==> src/hdl/jse_ram.sv <==
module jse_ram #(
   parameter int WIDTH = 32,
   parameter int DEPTH = 64
) (
   input  logic                     clock,
   input  logic                     wr_en,
   input  logic [$clog2(DEPTH)-1:0] wr_addr,
   input  logic [WIDTH-1:0]         wr_data,
   input  logic [$clog2(DEPTH)-1:0] rd_addr,
   output logic [WIDTH-1:0]         rd_data
);

   logic [WIDTH-1:0] mem_ff [DEPTH];
   logic [WIDTH-1:0] rd_data_ff;

   always_ff @(posedge clock) begin
      if (wr_en) begin
         mem_ff[wr_addr] <= wr_data;
      end
      rd_data_ff <= mem_ff[rd_addr];
   end

   assign rd_data = rd_data_ff;

endmodule

==> config.mk <==
export PLATFORM = sky130hd
export DESIGN_NAME = jse_ram
export DESIGN_NICKNAME = d
export VERILOG_FILES = /design/src/hdl/jse_ram.sv
export SDC_FILE = /design/constraint.sdc
export NUM_CORES = 2
export LEC_CHECK = 0
export BUFFER_PORTS_ARGS = -buffer_cell sky130_fd_sc_hd__buf_2
export CAP_MARGIN = 20
export CORE_MARGIN = 3
export CORE_UTILIZATION = 35
export DETAILED_ROUTE_END_ITERATION = 12
export SYNTH_ARGS = -nofsm -noshare
export SYNTH_HDL_FRONTEND = slang
export SYNTH_SLANG_ARGS = --single-unit
==> constraint.sdc <==
create_clock -name clock -period 5.1 [get_ports clock]
set_input_delay 1.02 -clock clock [delete_from_list [all_inputs] [get_ports clock]]
set_output_delay 1.02 -clock clock [all_outputs]
set_load 0.01 [all_outputs]
==> Flow_metrics.wiki <==
{| class="wikitable"
! Metric !! Value
|-
| Core region area || 0.2227 sq mm
|-
| Share of the synthesized area in the top cell type || 0.7833
|-
| Total of buffers placed on input and output ports || 77
|-
| Overall overflow remaining after global route || 0
|-
| Outcome || complete, no violations
|-
| Clock tree from TritonCTS || built
|-
| Final weighted congestion of routability-driven global placement || 0.7940
|-
| Peak supply drop || 365.2 uV
|-
| Critical Path Start Type || input port
|-
| Multi-input gate area in the final layout || 0.01597 sq mm
|-
| Count of flip-flops with a built-in enable after synthesis || around 2,000
|-
| Reg-to-reg startpoint || mem_ff[15][18]$_DFFE_PP_
|-
| Total detailed-routing wirelength || around 210,000 microns
|-
| Register area share after synthesis || 0.7914
|-
| Actual slew at the worst max-slew pin || 1.047 ns
|-
| Post-Syn Area per Cell || ~24 sq um
|-
| Most frequent standard cell in the layout excluding fill and tap cells || edfxtp_1
|-
| Die Outline Area || 0.2301 sq mm
|-
| Final sum of negative setup slack || 0 ns
|-
| Slew Limit Headroom || 0.2972
|-
| DR vias || ~37,000
|-
| Area Overhead vs Synth || 15.43%
|-
| Async set-reset flop share out of synthesis || 0
|-
| Setup bufs post-CTS || 0
|-
| Synth Register Bits || approximately 2,100
|-
| End of the worst register-to-register path || rd_data[18]$_DFF_P_
|-
| Cell type with the highest aggregate area in the netlist || edfxtp_1
|-
| Hold Crit Depth || 1
|-
| Detailed Routing Iterations Pass 1 || 5
|-
| Required time of the worst setup path || ~5.8 ns
|-
| Count of warnings emitted by yosys || 0
|-
| DP HPWL || 121,500 microns
|-
| Clock root buffer || clkbuf_16
|-
| Largest buffer count on any clock path || 3
|-
| Initial antenna violation count || 15
|-
| DRT iter0 DRCs || 4,831
|-
| TritonCTS sink count || about 2,100
|-
| Timing startpoint of the critical path || rd_addr[0]
|-
| Area of placed instances || approximately 0.084 sq mm
|-
| Number of top-level design ports || 78
|-
| Worst reg-to-reg path cell count || 4
|-
| Flip-flop cell with the highest count after synthesis || edfxtp_1
|-
| Hold/Removal Path Class || input port to register
|-
| Highest clock frequency the design can meet || 287.1 MHz
|-
| Max Cap Viol || 0
|-
| Unrepaired setup endpoints after global routing || no
|-
| Worst endpoint data arrival time || 4.14 ns
|-
| Number of endpoints with negative hold slack in the final report || 0
|-
| Capturing instance or port of the critical path || rd_data[18]$_DFF_P_
|-
| Lkg Pwr || between 20 and 30 nW
|-
| # nets final || 3,671
|-
| Post-Route Skew || roughly 0.070 ns
|-
| Number of gates resized after cts || 0
|-
| Category of the critical setup timing path || input port to register
|-
| Vias per inst || approximately 5.5
|-
| DRC viols || 0
|-
| Fraction of the cycle the final worst path needs || 0.6829
|-
| Die boundary width || 479.6 microns
|-
| Final setup fails || 0
|-
| Clock Latency Late Sink || 0.84 ns
|-
| FF/Latch Area || about 0.062 sq mm
|-
| Reg clk slew, reported paths || 0.06 ns
|-
| Wire length of the first global-routing pass || roughly 300,000 microns
|-
| Cells after synthesis || ~3,300
|-
| Fraction of final layout cells with drive strength greater than 1 || 0.3077
|-
| Cell Rows || about 170
|-
| Top cells by area in the synthesized netlist || edfxtp_1 (78%), mux4_2 (16%), mux2i_1 (1.2%)
|-
| Number of hold buffers added after cts || 0
|-
| Total count of max-transition violations in the final report || 0
|-
| Fill count || 19,225
|-
| Number of buffers created by CTS || 204
|-
| Number of library cell types mapped by synthesis || 34
|-
| Nets in the synthesized netlist || 3,370
|-
| Global-route total usage across every layer || 0.1820
|-
| Worst Path Max Fanout || 36
|-
| Min cycle time layout || roughly 3.5 ns
|-
| Reg-to-reg setup timing slack || 2.53 ns
|-
| Worst Setup End Kind || register
|-
| Commonest cells after routing, fill and taps aside || edfxtp_1 (2,048), mux4_2 (544), clkbuf_16 (207)
|-
| CTS HTree Levels || 4
|-
| Number of global-route vias before repair || roughly 37,000
|-
| Post-route standard cell area excluding fillers || 0.09063 sq mm
|-
| Power Density || about 390 mW/mm^2
|-
| Die Height || between 400 and 500 microns
|-
| WL/cell || 31.00 microns
|-
| Starting Density || 0.3525
|-
| Cell area after technology mapping || 0.07852 sq mm
|-
| Pin count of the biggest net entering global routing || 72
|-
| Final antenna-violating net count || 0
|}
==> area by class of cell <==
cell class	count	share of cell area
Antenna cell	7	0.0001933
Timing Repair Buffer	277	0.02398
Tap cell	2975	0.04107
Sequential cell	2080	0.6856
Clock inverter	117	0.01294
Multi-Input combinational cell	1062	0.1762
Clock buffer	263	0.06002
==> per-layer routing <==
layer | routed length [microns] | global-route usage | vias to the layer above
met5 | 19 | 0 | -
met4 | 5801 | 0.05234 | 4
met3 | 17330 | 0.03325 | 260
met2 | 101800 | 0.2911 | 1708
met1 | 85310 | 0.2560 | 20425
li1 | - | - | 14913
==> synthesized netlist by cell type, types with 2 or more instances <==
| cell | count |
|---|---|
| or3_1 | 3 |
| mux2i_1 | 93 |
| and3_1 | 4 |
| buf_4 | 25 |
| o22ai_1 | 84 |
| nand3_1 | 5 |
| o32ai_1 | 4 |
| mux4_2 | 544 |
| a311oi_1 | 8 |
| nor3_1 | 7 |
| and2_1 | 2 |
| nand4_1 | 2 |
| or3b_2 | 3 |
| dfxtp_1 | 32 |
| nand3b_1 | 5 |
| a22oi_1 | 12 |
| buf_6 | 5 |
| a41o_1 | 4 |
| or3b_1 | 2 |
| edfxtp_1 | 2048 |
| buf_1 | 21 |
| buf_2 | 57 |
| nand2_1 | 26 |
| nor2b_1 | 15 |
| nand2b_1 | 8 |
| nor2_1 | 137 |
| a21oi_1 | 62 |
| clkbuf_1 | 74 |
| o221ai_1 | 27 |
==> sequential cells by signal, indices dropped and copies added (netlist names) <==
register,count
mem_ff,2048
rd_data,32
==> cell families after synthesis <==
| group | share of synthesized area |
|---|---|
| flops | 0.7914 |
| simple gates | 0.01265 |
| compound gates | 0.01673 |
| mux | 0.1679 |
| buf+inv | 0.01128 |
==> stage by stage <==
step	hold WS (ns)	util	instances	total power (W)	setup WS (ns)
floorplan	0.6632	-	3324	0.02026	0.9202
global placement	0.8099	0.3771	6394	0.02124	0.7750
detailed placement	0.8189	0.3771	6394	0.02126	0.7757
CTS	0.4863	0.4068	6774	0.03603	1.704
global route	0.5414	0.4068	6775	0.03680	1.570
finish	0.5618	0.4069	6781	0.03575	1.617
==> where the power goes <==
| part | internal (W) | switching, W | total, W | leakage [nW] |
|---|---|---|---|---|
| sequential | 0.0189 | 0.0000965 | 0.0190 | 18.7 |
| clock | 0.00846 | 0.00642 | 0.0149 | 3.21 |
| combinational | 0.000664 | 0.00118 | 0.00185 | 6.08 |
==> worst min path at each step <==
stage,startpoint,end,slack (ns)
finish,wr_data[18],mem_ff[10][18]$_DFFE_PP_,0.56
global route,wr_data[18],mem_ff[11][18]$_DFFE_PP_,0.54
CTS,wr_data[18],mem_ff[9][18]$_DFFE_PP_,0.49
detailed placement,mem_ff[13][20]$_DFFE_PP_,rd_data[20]$_DFF_P_,0.82
global placement,mem_ff[12][20]$_DFFE_PP_,rd_data[20]$_DFF_P_,0.81
floorplan,mem_ff[12][17]$_DFFE_PP_,rd_data[17]$_DFF_P_,0.66
==> critical path, cell delays in order <==
cell and delay (ns):
buf_8 0.37, buf_12 0.31, buf_4 0.42, mux4_2 0.56, mux4_2 0.48, o22ai_1 0.65, nor2_1 0.21
Note: power is estimated with default switching activity, not from simulation.
