[src/hdl/jse_pkg.sv]
package jse_pkg;

   localparam int MAX_SIZE     = 8;
   localparam int WORD_BITS    = 32;
   localparam int FRAC_BITS    = 24;
   localparam int STORE_DEPTH  = MAX_SIZE * MAX_SIZE;
   localparam int ADDR_BITS    = $clog2(STORE_DEPTH);
   localparam int CORDIC_STEPS = 30;
   localparam int ROOT_STEPS   = 28;
   localparam int MUL_BITS     = 33;
   localparam int TERM_BITS    = 35;
   localparam int ACC_BITS     = 36;
   localparam int ANG_BITS     = 35;

   localparam logic signed [ANG_BITS-1:0] ANGLE_PI         = 35'sd3373259426;
   localparam logic signed [ANG_BITS-1:0] ANGLE_QUARTER_PI = 35'sd843314857;
   localparam logic signed [ACC_BITS-1:0] CORDIC_GAIN_INV  = 36'sd652032874;
   localparam logic signed [WORD_BITS-1:0] WORD_ONE = 32'sd1 <<< FRAC_BITS;

   localparam logic [1:0] CSR_ACTIVE_SIZE    = 2'd0;
   localparam logic [1:0] CSR_ROTATION_LIMIT = 2'd1;
   localparam logic [1:0] CSR_STOP_LEVEL     = 2'd2;

   typedef enum logic [4:0] {
      ST_IDLE, ST_COPY, ST_SRCH_INIT, ST_SRCH_RD, ST_SRCH_CMP, ST_DECIDE,
      ST_PIV_RD, ST_PIV_DEC, ST_VECTOR, ST_ROTATE, ST_MAC, ST_DIAG_WR,
      ST_OFF_NEXT, ST_OFF_RD, ST_OFF_WR, ST_VEC_NEXT, ST_VEC_RD, ST_VEC_WR,
      ST_ROOT_RD, ST_ROOT_RUN, ST_OUT_RD, ST_OUT_SEND
   } state_type;

   typedef enum logic [1:0] {
      PH_COEF, PH_DIAG, PH_OFF, PH_VEC
   } phase_type;

   function automatic logic signed [ANG_BITS-1:0] atan_step(input logic [4:0] i);
      logic signed [ANG_BITS-1:0] r;
      case (i)
         5'd0: r = 35'sd843314857;
         5'd1: r = 35'sd497837829;
         5'd2: r = 35'sd263043837;
         5'd3: r = 35'sd133525159;
         5'd4: r = 35'sd67021687;
         5'd5: r = 35'sd33543516;
         5'd6: r = 35'sd16775851;
         5'd7: r = 35'sd8388437;
         5'd8: r = 35'sd4194283;
         5'd9: r = 35'sd2097149;
         default: r = 35'sd1 <<< (5'd30 - i);
      endcase
      return r;
   endfunction

   function automatic logic signed [WORD_BITS-1:0] sat_word(
      input logic signed [ACC_BITS-1:0] v);
      logic signed [WORD_BITS-1:0] r;
      if (v[ACC_BITS-1:WORD_BITS-1] == '0 || v[ACC_BITS-1:WORD_BITS-1] == '1) begin
         r = v[WORD_BITS-1:0];
      end else if (v[ACC_BITS-1]) begin
         r = {1'b1, {(WORD_BITS-1){1'b0}}};
      end else begin
         r = {1'b0, {(WORD_BITS-1){1'b1}}};
      end
      return r;
   endfunction

endpackage

[src/hdl/jse_mul.sv]
module jse_mul (
   input  logic                                  clock,
   input  logic signed [jse_pkg::MUL_BITS-1:0]   op_a,
   input  logic signed [jse_pkg::MUL_BITS-1:0]   op_k,
   input  logic                                  op_neg,
   output logic signed [jse_pkg::TERM_BITS-1:0]  term
);

   // round(a * k / 2^30) half away from zero, optionally negated; the product and the rounded term are registered
   logic [jse_pkg::MUL_BITS-1:0] mag_a, mag_k;
   logic [63:0] prod_ff, prod_in;
   logic        sign_ff, sign_in;
   logic [63:0] rounded;
   logic signed [jse_pkg::TERM_BITS-1:0] term_ff, term_in;

   always_comb begin
      mag_a   = op_a[jse_pkg::MUL_BITS-1] ? -op_a : op_a;
      mag_k   = op_k[jse_pkg::MUL_BITS-1] ? -op_k : op_k;
      prod_in = 64'(mag_a[31:0]) * 64'(mag_k[31:0]);
      sign_in = op_a[jse_pkg::MUL_BITS-1] ^ op_k[jse_pkg::MUL_BITS-1] ^ op_neg;
      rounded = (prod_ff + (64'd1 << 29)) >> 30;
      term_in = sign_ff ? -$signed({1'b0, rounded[33:0]}) : $signed({1'b0, rounded[33:0]});
   end

   always_ff @(posedge clock) begin
      prod_ff <= prod_in;
      sign_ff <= sign_in;
      term_ff <= term_in;
   end

   assign term = term_ff;

endmodule

[config.mk]
export PLATFORM = sky130hd
export DESIGN_NAME = jse_mul
export DESIGN_NICKNAME = d
export VERILOG_FILES = /design/src/hdl/jse_pkg.sv /design/src/hdl/jse_mul.sv
export SDC_FILE = /design/constraint.sdc
export NUM_CORES = 2
export LEC_CHECK = 0
export CAP_MARGIN = 20
export CORE_ASPECT_RATIO = 1.75
export CORE_MARGIN = 3
export CORE_UTILIZATION = 55
export CTS_CLUSTER_SIZE = 40
export DETAILED_ROUTE_END_ITERATION = 12
export DONT_BUFFER_PORTS = 1
export PLACE_DENSITY = 0.73
export SLEW_MARGIN = 30
export SYNTH_ARGS = -nofsm -noshare
export SYNTH_HDL_FRONTEND = slang
export SYNTH_SLANG_ARGS = --single-unit
[constraint.sdc]
create_clock -name clock -period 8.7 [get_ports clock]
set_input_delay 0 -clock clock [delete_from_list [all_inputs] [get_ports clock]]
set_output_delay 0 -clock clock [all_outputs]
set_load 0.05 [all_outputs]
==> flow_summary.ini <==
[status]
status = completed

[worst_setup_path]
crit_path_frequent_cell = fa_1
critical_path_arrival_ns = 8.87
timing_worst_setup_path_type = input pin to register
crit_path_top_delay_cell = fa_1
crit_fanout = 23
critPathCaptureType = register
critPathLaunchType = input pin
worst_path_largest_cell_delay_ns = 0.64
crit_required_ns = 8.96

[layout]
areaGrowthSynthToFinish_pct = 14.91
nNetsFinal = 5663
drive_above_1_share_pct = 13.40
fillCellCount = 5479
postLayoutCoreUtil_pct = 64.22

[routing]
viasPerCell = 5.893
dr.pass1.iters = 8
routedWlPerCell_um = 25.83
drc = 0
dr.first_iter.drc_count = 2215
vias = 30992
wl_mm = 135.8
ant_nets = 0

[synth]
synth_top_area_cell = fa_1
synth_cell_types = 80
yosysSeqAreaShare_pct = 3.935
ys_seq_elements = 71
synth_nets = 5380
yosysMostFrequentCell = inv_1
synth_area_leaders = fa_1, inv_1, ha_1
synth_common_cells = inv_1, fa_1, nor2_1
synth-edff-count = 0
synth_ff_type = dfxtp_1
synth_top_area_share_pct = 49.60
syn_area_um2 = 36120
syn_avg_cell_area_um2 = 8.698
yosysWarnings = 0
syn_inst = 4153
async_flop_share_pct = 0

[cts]
clk-insertion-delay-late_ns = 0.35
cts.sinks = 71
clk_pin_slew_ns = 0.06
htree_levels = 3
cts_tree = yes
max-clock-path-buffers = 2
clock-root-buffer = clkbuf_16
cts_made_buffers = 9

[global_route]
grt_max_degree = 36
grt_pass1_vias = 33493
grt_overflow = 0
grt_pass1_wl_mm = 200.6
track_usage_pct = 40.52
antenna_found_initial = 5

[placement]
dp_hpwl_mm = 114.0
place.gp.congestion = 1.125
port_buffers = 0

[sta]
tightestPinTransition_ns = 0.9622
period_needed_ns = 8.610
min_period_over_period_pct = 98.96
finalSetupViolations = 0
fin_skew_ns = 0.01267
hold_viol = 0
slew_headroom_pct = 35.39
slew_violations = 0
fmax_ghz = 0.1161
rsz0062_at_grt = yes

[floorplanning]
start_util_pct = 55.88
die_y_um = 345.0
dieWidth_um = 199.7
fp.coreArea_um2 = 64640
die-area_um2 = 68910
num_io_pins = 103
num_rows = 123

[flow_run]
cap_violations = 0

[worst_hold_path]
hp-class = input pin to register
-- routing by layer --
metal / part of all wire [%] / up-vias / global-route usage [%]
li1: - / 12823 / -
met1: 28 / 15512 / 38.85
met2: 49 / 1758 / 66.81
met3: 8.6 / 897 / 11.33
met4: 14 / 2 / 41.20
met5: 0.0088 / - / 0
-- registers in the layout (all words and copies together), names as in the netlist --
signal	cells
term	35
prod_ff	35
sign_ff	1
-- final timing paths --
path | slack (ns) | cells after the start | from | to
worst max-delay path | 0.09 | 33 | op_k[0] | prod_ff[54]$_DFF_P_
worst min-delay path | 0.03 | 2 | op_neg | sign_ff$_DFF_P_
worst max register to register | 5.15 | 9 | prod_ff[29]$_DFF_P_ | term[32]$_DFF_P_
worst min register to register | 0.54 | 1 | prod_ff[58]$_DFF_P_ | term[28]$_DFF_P_
-- stage by stage --
stage / TNS, ns / instance area [um2] / instances / setup WS (ns) / hold WS (ns)
final: 0 / 41510 / 5259 / 0.09039 / 0.02735
after global routing: -0.8045 / 41500 / 5254 / -0.1012 / 0.02783
after CTS: 0 / 40960 / 5242 / 0.002751 / 0.07296
after detailed placement: -6.502 / 40630 / 5225 / -0.5060 / 0.2980
after global placement: -3.375 / 40630 / 5225 / -0.3270 / 0.2962
after floorplan: 0 / 36290 / 4153 / 0.001577 / 0.1917
-- placed cells by master, fill, tap and decap left out, types with 8 or more instances in the layout --
master and count:
and2_1 15, nor2_1 580, fa_2 19, nand2_1 553, nor4_1 13, nand4_1 20, a31oi_1 11, buf_6 9
o21a_1 8, o21ai_1 9, xor2_2 15, nand3_1 25, fa_1 876, o31ai_1 11, dfxtp_1 70, clkbuf_16 9
inv_1 917, xnor2_1 113, o21ai_2 8, ha_1 259, buf_12 50, xnor2_2 13, nor3_1 21, and3_1 19
xor2_1 79, a21o_1 42, o21ai_0 45, a21oi_1 55, buf_4 388, nand2b_1 20
-- cell type report --
class                           instances  area, um2  share of cell area [%]
Inverter                              925       3476                   8.374
Clock buffer                            9      225.2                  0.5426
Sequential cell                        71       1423                   3.427
Clock inverter                          7      85.08                  0.2050
Tap cell                              812       1016                   2.448
Multi-Input combinational cell       2980      31210                   75.19
Antenna cell                            6      15.01                 0.03617
Timing Repair Buffer                  449       4058                   9.775
-- logic make-up after synthesis --
group,share of synthesized area (%)
AOI/OAI and AO/OA,4.981
xor gates and xnor gates,5.383
adders and majority gates,58.75
buffers and inverters,11.56
DFF,3.935
muxes,0.2632
and+or+nand+nor,15.13
-- worst max-delay path, delay by kind of cell --
family          cells  cell delay [ns]
fa+ha+maj          10             4.57
compound gates      9             1.71
simple gates        5             1.19
buf+inv             7             0.91
xor+xnor            2             0.46
-- timing repair --
| action | in CTS | in global routing |
|---|---|---|
| setup endpoints to repair | 11 | 28 |
| hold buffers | 1 | 0 |
| buffers inserted | 0 | 11 |
| hold endpoints to repair | 1 | 0 |
| resized for setup | 4 | 93 |
| pin swaps | 1 | 38 |
| gates cloned | 0 | 0 |
Power is left out: the tool's default activity adds up to more than one toggle a clock period on the data nets, which glitch-free logic cannot reach.
